--- config.mk ---
export PLATFORM = sky130hd
export DESIGN_NAME = mbgu_locate
export DESIGN_NICKNAME = d
export VERILOG_FILES = /design/src/rtl/mbgu_pkg.sv /design/src/rtl/mbgu_locate.sv
export SDC_FILE = /design/constraint.sdc
export NUM_CORES = 1
export LEC_CHECK = 0
export ABC_AREA = 1
export BUFFER_PORTS_ARGS = -buffer_cell sky130_fd_sc_hd__buf_2
export CAP_MARGIN = 20
export CORE_UTILIZATION = 30
export DETAILED_ROUTE_END_ITERATION = 6
export SYNTH_ARGS = -nofsm -noshare
export SYNTH_HDL_FRONTEND = slang
export SYNTH_SLANG_ARGS = --single-unit
export TNS_END_PERCENT = 30
--- constraint.sdc ---
create_clock -name vclk -period 12.8
set_input_delay 0.64 -clock vclk [all_inputs]
set_output_delay 0.64 -clock vclk [all_outputs]
set_load 0.01 [all_outputs]
--- src/rtl/mbgu_pkg.sv ---
// ---------------------------------------------------------------------------
// mbgu_pkg
// Shared constants and types of the masked bilinear grid upscaler.
// ---------------------------------------------------------------------------
package mbgu_pkg;

    localparam int MAX_SRC_WIDTH  = 512;
    localparam int MAX_SRC_HEIGHT = 512;
    localparam int FRAC_BITS      = 16;
    localparam int POS_BITS       = 17;

    localparam int X_BITS    = $clog2(MAX_SRC_WIDTH);
    localparam int Y_BITS    = $clog2(MAX_SRC_HEIGHT);
    localparam int BANK_AW   = X_BITS + Y_BITS - 2;
    localparam int BANK_DEPTH = 1 << BANK_AW;
    localparam int NUM_BANKS = 4;

    localparam int DIM_BITS   = 10;
    localparam int SCALE_BITS = 24;
    localparam int P_BITS     = 17 + SCALE_BITS + 1;
    localparam int Q_BITS     = P_BITS - POS_BITS;
    localparam int W_BITS     = 2 * FRAC_BITS + 1;
    localparam int PROD_BITS  = W_BITS + 7;
    localparam int SUM_BITS   = PROD_BITS + 2;
    localparam int NUM_BITS   = SUM_BITS + 1;
    localparam int DEN_BITS   = W_BITS + 1;
    localparam int QUO_BITS   = 7;
    localparam int DIV_BITS   = DEN_BITS + QUO_BITS - 1;
    localparam int MIN_WEIGHT = 1 << (2 * FRAC_BITS - 20);

    // configuration register indexes
    localparam logic [1:0] REG_SRC_WIDTH  = 2'd0;
    localparam logic [1:0] REG_SRC_HEIGHT = 2'd1;
    localparam logic [1:0] REG_INV_SCALE  = 2'd2;

    localparam logic MODE_LOAD  = 1'b0;
    localparam logic MODE_QUERY = 1'b1;

    typedef struct packed {
        logic               en;
        logic [1:0]         bank;
        logic [BANK_AW-1:0] addr;
        logic [7:0]         data;
    } store_wr_t;

    typedef struct packed {
        logic                valid;
        logic                none;
        logic [NUM_BITS-1:0] rem;
        logic [DIV_BITS-1:0] dsr;
        logic [QUO_BITS-1:0] quo;
    } div_t;

endpackage

--- src/rtl/mbgu_locate.sv ---
// ---------------------------------------------------------------------------
// mbgu_locate
// Turns one scaled source position into two clamped neighbour indexes
// and the interpolation fraction along that axis.
// ---------------------------------------------------------------------------
module mbgu_locate
(
    input  logic [mbgu_pkg::P_BITS-1:0]    pos,
    input  logic [mbgu_pkg::DIM_BITS-1:0]  dim_raw,
    input  logic [mbgu_pkg::DIM_BITS-1:0]  dim_max,
    output logic [mbgu_pkg::DIM_BITS-2:0]  idx0,
    output logic [mbgu_pkg::DIM_BITS-2:0]  idx1,
    output logic [mbgu_pkg::FRAC_BITS-1:0] frac
);
    import mbgu_pkg::*;

    logic [DIM_BITS-1:0] dim;
    logic [Q_BITS-1:0]   q;
    logic [Q_BITS-1:0]   qm1;
    logic [Q_BITS-1:0]   lim;

    // grid size clamped to the store (zero taken as one), then neighbours clamped to the grid
    always_comb
    begin
        if (dim_raw == '0)
            dim = DIM_BITS'(1);
        else if (dim_raw > dim_max)
            dim = dim_max;
        else
            dim = dim_raw;
        lim = Q_BITS'(dim) - Q_BITS'(1);
        q   = pos[P_BITS-1:POS_BITS];
        qm1 = q - Q_BITS'(1);
        idx1 = (q > lim) ? lim[DIM_BITS-2:0] : q[DIM_BITS-2:0];
        if (q == '0)
            idx0 = '0;
        else if (qm1 > lim)
            idx0 = lim[DIM_BITS-2:0];
        else
            idx0 = qm1[DIM_BITS-2:0];
        frac = pos[POS_BITS-1:POS_BITS-FRAC_BITS];
    end

endmodule

==> metrics.txt <==
Via Count 3141; Final Cycle Share 43.98%; Slew @ Worst Pin 770.3 ps; Critical Path End Type output port; worst min-delay path endpoint frac[0]; Final TNS setup 0 ps; Site Rows 36; antenna-violating nets left 0; Worst setup SP type input pin; synthesized cell area 3019 um^2; crit path time final 5629 ps; critical path class input pin to output port; Max Freq 0.1777 GHz; maxcap violations 0; Cells after Synth 473; outcome finished, final reports clean; ANT cells 0; Worst slew margin 48.30%; Seq cells 0; total routed wirelength 7608 um; vias in the first global route 2838; Min Hold Slack 1280 ps; Die Span Y 102.3 um; Pins Over Slew Limit 0; vias per cell 4.825; GP Congestion 0.8324; WL per Instance 11.69 um; router iterations before antenna repair 4; Die W 102.3 um; post-synthesis sequential area ratio 0%; Crit path required time 12160 ps; port buffer count 63; grt total ovfl 0; nets 644; Layout clock buffers 0; HPWL Detailed 6639 um; Resized cells post-CTS 0; final setup fails 0; Detailed Route Iter0 Violations 89; pwr/cell area 40.91 nW/um^2; syn_nets 597; setup bufs post-CTS 0; worst slack at placement 7116 ps; Layout Utilization 34.36%; starting density of the core 30.89%; share of cells above drive strength 1 22.78%; I/O Pins 96; crit path DAT 4990 ps; Final Worst Setup Slack 7171 ps; die area 10470 um^2; Yosys Warn Count 0; leakage 1.764 nW; Max Fanout on Critical Path 30; RSZ-0062 raised after global routing false; pin count of the biggest net entering global routing 31; antenna violations before repair 0; Avg Inst Size Synth 6.383 um^2; Netlist cell types 39; FF/Latch Area 0 um^2; Hold Startpoint pos[1]; cts hold-fix bufs 0; first-pass GRT wire length 12600 um; hold crit path type input pin to output port; VDD IR-drop max 0.02723 mV; Remaining DRCs 0; GRT Util Overall 14.60%; Placeable Area 9774 um^2; Synth-to-Final Area Change 11.23%; Fillers 1116; Fin. Hold Viols 0; worst hold stages 0
## critical path, cell delays in order
cell      delay (ps)
buf_2            120
ha_1             310
nand2_2          110
inv_1             50
a21oi_2          150
nand3_2          260
nand2_2          270
nand2_1           70
nand3_1          140
ha_1             280
nand2_1          110
nor2_2           180
nand4_1          110
buf_4            270
ha_1             330
inv_1             60
nor3_1           380
nand2_1          110
o311ai_0         150
nand2_1           90
nand3_1          150
o21ai_4          140
inv_1            160
nand3_1           90
o21ai_1           70
buf_2            150
## cell usage in the layout, fill, tap and decap left out, types with 2 or more instances in the layout
master and n:
nand2_1 96, inv_1 69, buf_2 63, ha_1 62
a21oi_1 38, nand3_1 32, nor2_1 31, o21ai_0 16
nand3_2 14, xnor2_1 12, xor2_1 10, nand2_2 10
nand4_1 9, nor3_1 7, nor2_2 6, o21ai_1 6
nand3b_1 5, nor2_4 4, inv_2 3, nor3_4 2
nor4_4 2, a21oi_2 2, o211ai_1 2, o21ai_2 2
## cell families after synthesis
group / Yosys count / synth area share (%)
buffers and inverters: 92 / 14.50
AOI/OAI and AO/OA: 70 / 13.10
and+or+nand+nor: 227 / 40.32
adders and majority gates: 62 / 25.69
xor gates and xnor gates: 22 / 6.382
## cell type report
type / instances / area [um^2] / share of cell area (%)
multi-input combinational: 381 / 2581 / 76.86
tap: 133 / 166.4 / 4.955
inverter: 73 / 287.8 / 8.569
timing repair buffer: 64 / 322.8 / 9.613
## routing by layer
metal | GRT usage, % | up-vias | routed length (um)
met3 | 0.2736 | 6 | 206
met1 | 20.50 | 1414 | 3843
li1 | - | 1666 | -
met4 | 0.7692 | 0 | 42
met2 | 26.02 | 55 | 3516
met5 | 0 | - | 0
## report_power, final
| group | total [W] | internal [W] | switching, W |
|---|---|---|---|
| logic | 0.000137 | 0.0000521 | 0.0000853 |
| clock network | 0 | 0 | 0 |
| registers | 0 | 0 | 0 |
## how the worst max path moves through the flow
stage               start  endpoint  slack (ps)  cells after the start
6_report       dim_raw[9]   idx1[8]        7170                     26
5_1_grt        dim_max[9]   idx0[1]        6640                     25
3_3_place_gp   dim_raw[9]   idx0[0]        7180                     24
2_1_floorplan  dim_max[9]   idx1[0]        7290                     24
3_5_place_dp   dim_raw[9]   idx1[8]        7120                     26
4_1_cts        dim_max[5]   idx1[8]        7120                     26
## cells in the mapped netlist, types with 2 or more instances
cell type,instances,share of area (%)
a21oi_1,38,6.3
a21oi_2,2,0.58
buf_4,17,4.2
buf_6,2,0.75
ha_1,62,26
inv_1,69,8.6
inv_2,3,0.37
nand2_1,96,12
nand2_2,10,2.1
nand3_1,32,5.3
nand3_2,14,4.6
nand3b_1,5,1.2
nand4_1,9,1.9
nor2_1,31,3.9
nor2_2,6,1.2
nor2_4,4,1.5
nor3_1,7,1.2
nor3_4,2,1.1
nor4_4,2,1.4
o211ai_1,2,0.50
o21ai_0,16,2.7
o21ai_1,6,0.99
o21ai_2,2,0.58
xnor2_1,12,3.5
xor2_1,10,2.9
## per-stage QoR
step                 power [W]  instance area [um^2]  instances
floorplan           0.00009970                  3019        473
global placement     0.0001344                  3358        651
detailed placement   0.0001374                  3358        651
CTS                  0.0001385                  3358        651
global route         0.0001578                  3358        651
finish               0.0001374                  3358        651
Power figures use the tool's default switching activity.
