<file path="src/rtl/mbgu_pkg.sv">
// ---------------------------------------------------------------------------
// mbgu_pkg
// Shared constants and types of the masked bilinear grid upscaler.
// ---------------------------------------------------------------------------
package mbgu_pkg;

    localparam int MAX_SRC_WIDTH  = 512;
    localparam int MAX_SRC_HEIGHT = 512;
    localparam int FRAC_BITS      = 16;
    localparam int POS_BITS       = 17;

    localparam int X_BITS    = $clog2(MAX_SRC_WIDTH);
    localparam int Y_BITS    = $clog2(MAX_SRC_HEIGHT);
    localparam int BANK_AW   = X_BITS + Y_BITS - 2;
    localparam int BANK_DEPTH = 1 << BANK_AW;
    localparam int NUM_BANKS = 4;

    localparam int DIM_BITS   = 10;
    localparam int SCALE_BITS = 24;
    localparam int P_BITS     = 17 + SCALE_BITS + 1;
    localparam int Q_BITS     = P_BITS - POS_BITS;
    localparam int W_BITS     = 2 * FRAC_BITS + 1;
    localparam int PROD_BITS  = W_BITS + 7;
    localparam int SUM_BITS   = PROD_BITS + 2;
    localparam int NUM_BITS   = SUM_BITS + 1;
    localparam int DEN_BITS   = W_BITS + 1;
    localparam int QUO_BITS   = 7;
    localparam int DIV_BITS   = DEN_BITS + QUO_BITS - 1;
    localparam int MIN_WEIGHT = 1 << (2 * FRAC_BITS - 20);

    // configuration register indexes
    localparam logic [1:0] REG_SRC_WIDTH  = 2'd0;
    localparam logic [1:0] REG_SRC_HEIGHT = 2'd1;
    localparam logic [1:0] REG_INV_SCALE  = 2'd2;

    localparam logic MODE_LOAD  = 1'b0;
    localparam logic MODE_QUERY = 1'b1;

    typedef struct packed {
        logic               en;
        logic [1:0]         bank;
        logic [BANK_AW-1:0] addr;
        logic [7:0]         data;
    } store_wr_t;

    typedef struct packed {
        logic                valid;
        logic                none;
        logic [NUM_BITS-1:0] rem;
        logic [DIV_BITS-1:0] dsr;
        logic [QUO_BITS-1:0] quo;
    } div_t;

endpackage

</file>
<file path="src/rtl/mbgu_div_step.sv">
// ---------------------------------------------------------------------------
// mbgu_div_step
// One registered restoring division step, one quotient bit per stage.
// ---------------------------------------------------------------------------
module mbgu_div_step
(
    input  logic           clk,
    input  logic           rst_n,
    input  mbgu_pkg::div_t din,
    output mbgu_pkg::div_t dout
);
    import mbgu_pkg::*;

    logic valid_reg;
    logic valid_next;
    div_t data_reg;
    div_t data_next;
    logic ge;

    // compare, subtract, shift the divisor down
    always_comb
    begin
        ge = din.rem >= NUM_BITS'(din.dsr);
        valid_next = din.valid;
        data_next.valid = din.valid;
        data_next.none  = din.none;
        data_next.rem   = ge ? (din.rem - NUM_BITS'(din.dsr)) : din.rem;
        data_next.dsr   = din.dsr >> 1;
        data_next.quo   = {din.quo[QUO_BITS-2:0], ge};
    end

    always_ff @(posedge clk or negedge rst_n)
    begin
        if (!rst_n)
            valid_reg <= 1'b0;
        else
            valid_reg <= valid_next;
    end

    always_ff @(posedge clk)
    begin
        data_reg <= data_next;
    end

    always_comb
    begin
        dout = data_reg;
        dout.valid = valid_reg;
    end

endmodule

</file>
<file path="config.mk">
export PLATFORM = sky130hd
export DESIGN_NAME = mbgu_div_step
export DESIGN_NICKNAME = d
export VERILOG_FILES = /design/src/rtl/mbgu_pkg.sv /design/src/rtl/mbgu_div_step.sv
export SDC_FILE = /design/constraint.sdc
export NUM_CORES = 1
export LEC_CHECK = 0
export ABC_CLOCK_PERIOD_IN_PS = 1050
export BUFFER_PORTS_ARGS = -buffer_cell sky130_fd_sc_hd__buf_4
export CAP_MARGIN = 20
export CORE_MARGIN = 3
export CORE_UTILIZATION = 55
export CTS_BUF_LIST = sky130_fd_sc_hd__clkbuf_2
export CTS_CLUSTER_DIAMETER = 150
export DETAILED_ROUTE_END_ITERATION = 6
export HOLD_SLACK_MARGIN = 0.06
export PLACE_DENSITY_LB_ADDON = 0.12
export SLEW_MARGIN = 10
export SYNTH_ARGS = -nofsm -noshare
export SYNTH_HDL_FRONTEND = slang
export SYNTH_SLANG_ARGS = --single-unit
</file>
<file path="constraint.sdc">
create_clock -name clk -period 1.05 [get_ports clk]
set_input_delay 0.105 -clock clk [delete_from_list [all_inputs] [get_ports clk]]
set_output_delay 0.105 -clock clk [all_outputs]
set_load 0.03 [all_outputs]
</file>
==> results of run 1 <==
-- logic make-up after synthesis --
group                    Yosys count  share of synthesized area [%]
multiplexers                      12                           3.15
flip-flops                        91                           38.0
buffers and inverters             74                           6.73
AO/OA/AOI/OAI                    150                           20.6
XOR/XNOR                          38                           6.91
other                              1                         0.0779
adder cells (fa/ha/maj)           41                           10.8
AND/OR/NAND/NOR                  139                           13.8
-- metrics by stage --
stage	std cells	setup WS [ns]	hold slack [ns]
2_1_floorplan	546	-1.42	-0.191
3_3_place_gp	956	-1.62	-0.119
3_5_place_dp	956	-1.72	-0.117
==> flow_summary_export.csv, run 1 <==
group,metric,value,unit
floorplan,rows,33,
clock_network,cts_setup_buffers,21,
floorplan,initial_core_util,57.7,%
synth,syn-cell-area,4810,sq um
outcome,firstError,"[ERROR DPL-0038] Utilization greater than 100%, impossible to legalize",
synth,async_flop_share,1.10,%
synth,seq_area_frac_synth,38.0,%
clock_network,root_buffer,"clkbuf_2",
synth,synth_top_cells_by_count,"dfxtp_1, a21oi_1, inv_1, nor2_1, ha_1",
placement,dpl.hpwl,13.8,mm
clock_network,cts_hold_buf,90,
outcome,haltStage,"clock tree synthesis",
synth,syn_avg_cell_area,8.82,sq um
synth,syn-num-nets,681,
synth,synth_warnings,0,
synth,syn_inst,546,
synth,synth_edf_count,0,
clock_network,clock_sinks,91,
clock_network,ctsResizeCount,283,
floorplan,die_x,99.6,microns
synth,synthTopCellsByArea,"dfxtp_1, ha_1, a21oi_1, xnor2_1, inv_1",
floorplan,pin_count,186,
floorplan,die-height,99.6,microns
synth,yosysTopAreaCellShare,37.4,%
synth,synth_cell_type_count,59,
outcome,status,"stopped before the end",
clock_network,cts_made_buffers,9,
synth,synth.most_common_cell,"dfxtp_1",
synth,ys_seq_elements,91,
placement,place_congestion,0.927,
clock_network,cts_max_path_buffers,2,
synth,synth_top_area_cell,"dfxtp_1",
clock_network,cts_htree_levels,3,
placement,dpl_cell_area,7480,sq um
synth,ys.flop_type,"dfxtp_1",
placement,portBuffers,183,
==> inputs of run 2 (changes only) <==
--- a/config.mk
+++ b/config.mk
@@ -9,12 +9,9 @@
 export BUFFER_PORTS_ARGS = -buffer_cell sky130_fd_sc_hd__buf_4
 export CAP_MARGIN = 20
 export CORE_MARGIN = 3
-export CORE_UTILIZATION = 55
-export CTS_BUF_LIST = sky130_fd_sc_hd__clkbuf_2
-export CTS_CLUSTER_DIAMETER = 150
+export CORE_UTILIZATION = 40
 export DETAILED_ROUTE_END_ITERATION = 6
-export HOLD_SLACK_MARGIN = 0.06
-export PLACE_DENSITY_LB_ADDON = 0.12
+export PLACE_DENSITY_LB_ADDON = 0.15
 export SLEW_MARGIN = 10
 export SYNTH_ARGS = -nofsm -noshare
 export SYNTH_HDL_FRONTEND = slang
==> run 2 against run 1 <==
- the flow now finishes, with violations (setup timing)
- synthesized area unchanged
- synthesized cell count unchanged
==> flow_summary_export.csv, run 2 <==
group,metric,value,unit
floorplan,rows,39,
layout,finalNonFillerCells,1110,
setup_path,critPathLaunch,"din[9]",
timing,fin_ws,-1.33,ns
layout,finish.utilization,82.6,%
floorplan,dieArea,13400,sq um
setup_path,worstSetupPathType,"input port to register",
setup_path,crit_arrival,2.62,ns
synth,ys_seq_elements,91,
setup_path,end_kind,"register",
clock_network,cts_max_path_buffers,2,
drt,num_vias,5652,
clock_network,root_buffer,"clkbuf_16",
layout,nFillCells,667,
synth,async_flop_share,1.10,%
clock_network,clk_pin_slew_worst_paths,0.06,ns
clock_network,clock_sinks,91,
hold_path,hp-start,"din[61]",
drt,routed_wl,18.6,mm
synth,synth_top_cells_by_count,"dfxtp_1, a21oi_1, inv_1, nor2_1, ha_1",
timing,drv_slew,0,
global_route,overflow,0,
timing,setup_viol,44,
placement,place_congestion,0.927,
floorplan,pin_count,186,
layout,mostFrequentLayoutCell,"buf_4",
outcome,violations,"setup timing",
global_route,grt_pass1_wl,28.4,mm
timing,max_freq,421,MHz
layout,final_nets,1097,
synth,synthTopCellsByArea,"dfxtp_1, ha_1, a21oi_1, xnor2_1, inv_1",
setup_path,critPathMaxFanout,5,
hold_path,hp-class,"input port to register",
timing,period_needed,2.38,ns
floorplan,die_x,116,microns
layout,syn2layout_area_growth,98.4,%
synth,synth_edf_count,0,
timing,finalCritPeriodShare,226,%
synth,ys.flop_type,"dfxtp_1",
global_route,grt_pass1_vias,5821,
floorplan,fp.coreArea,11600,sq um
synth,seq_area_frac_synth,38.0,%
global_route,antenna_found_initial,0,
outcome,status,"complete, but fails checks",
synth,yosysTopAreaCellShare,37.4,%
drt,drc,0,
setup_path,critPathSlowestCell,"o31ai_4",
drt,drtIter0Drc,286,
pwr,p_leak,4.54,nW
pwr,ir_drop,0.000996,V
synth,syn-num-nets,681,
synth,syn-cell-area,4810,sq um
timing,holdWs,0.00276,ns
synth,synth_cell_type_count,59,
drt,antenna_left,0,
pwr,cellPowerDensity,1400,nW/um^2
timing,hold_viol,0,
global_route,grtUsageTotal,26.7,%
placement,dpl.hpwl,11.9,mm
setup_path,slowest_delay,0.42,ns
drt,routedWlPerCell,16.7,microns
timing,rsz0062_at_grt,"yes",
synth,syn_inst,546,
drt,vias_per_cell,5.09,
setup_path,worstPathCellList,"buf_4 -> inv_1 -> ha_4 -> o21a_1 -> o31a_1 -> o31ai_4 -> a21bo_2 -> o221ai_4 -> nand2_2 -> o31ai_4 -> buf_4 -> buf_8 -> mux2_2",
setup_path,start_kind,"input port",
clock_network,cts_tree,"done",
floorplan,initial_core_util,41.6,%
global_route,grt_max_degree,17,
placement,post-place-cells,1001,
layout,largest_reg_flops,90,
layout,drive_gt1_share,53.5,%
layout,n_antenna_cell,0,
synth,synth_top_area_cell,"dfxtp_1",
setup_path,cp.required,1.29,ns
drt,first_pass_iters,4,
floorplan,die-height,116,microns
synth,synth_warnings,0,
synth,synth.most_common_cell,"dfxtp_1",
clock_network,cts_htree_levels,3,
layout,final_cell_mix,"buf_4, dfxtp_1, dlygate4sd3_1, inv_1, nand2_1",
synth,syn_avg_cell_area,8.82,sq um
clock_network,cts_made_buffers,9,
run,timing.max_cap.violations,0,
placement,portBuffers,183,
run 2: cell counts after synthesis:
Identical to the previous run, type by type.
run 2: kinds of logic after synthesis:
group	count (synthesis)	synth area share [%]
buf+inv	74	6.73
compound gates	150	20.6
fa+ha+maj	41	10.8
mux	12	3.15
flops	91	38.0
simple gates	139	13.8
other cells	1	0.0779
xor+xnor	38	6.91
run 2: worst max-delay path: cells and delay by family:
kind	cells	cell delay, ns
adders and majority gates	1	0.30
buffers and inverters	4	0.48
muxes	1	0.33
and+or+nand+nor	1	0.11
AOI/OAI and AO/OA	6	1.29
run 2: final cells by class:
type / count / area (sq um) / share of cell area [%]
Clock inverter: 7 / 97.6 / 1.02
Multi-Input combinational cell: 381 / 3400 / 35.6
Inverter: 55 / 234 / 2.45
Timing Repair Buffer: 424 / 3580 / 37.5
Clock buffer: 9 / 225 / 2.36
Tap cell: 143 / 179 / 1.87
Sequential cell: 91 / 1830 / 19.1
run 2: per-layer routing:
| layer | vias up | global-route usage, % | wire, microns |
|---|---|---|---|
| li1 | 2741 | - | - |
| met1 | 2681 | 33.5 | 7730 |
| met2 | 204 | 46.0 | 9250 |
| met3 | 26 | 5.43 | 1240 |
| met4 | 0 | 8.51 | 344 |
| met5 | - | 0 | 0 |
run 2: through the flow:
stage	power, mW	area, sq um	setup slack [ns]	TNS, ns
floorplan	6.86	5020	-1.42	-57.00
global placement	8.88	7580	-1.75	-66.84
detailed placement	8.94	7580	-1.82	-68.82
CTS	13.0	9200	-1.34	-52.07
global route	13.9	9550	-1.38	-54.53
finish	13.3	9550	-1.33	-51.73
run 2: what timing repair did:
item	4_1_cts	5_1_grt
endpoints found under the hold margin	58	2
buffers inserted	23	11
gates cloned	5	0
endpoints found under the setup margin	44	44
hold buffers	58	2
pin swaps	30	48
resized for setup	101	73
run 2: final timing paths:
kind / to / cells after the start
worst max-delay path: dout[57]$_DFF_P_ / 13
max in group asynchronous: valid_reg$_DFF_PN0_ / 2
worst min-delay path: dout[61]$_DFF_P_ / 3
min in group asynchronous: valid_reg$_DFF_PN0_ / 2
run 2: power by group:
group / internal, mW / switching, mW / total (mW)
Clock: 2.10 / 1.46 / 3.56
Sequential: 3.93 / 0.158 / 4.09
Combinational: 2.80 / 2.89 / 5.69
Power figures use the tool's default switching activity.
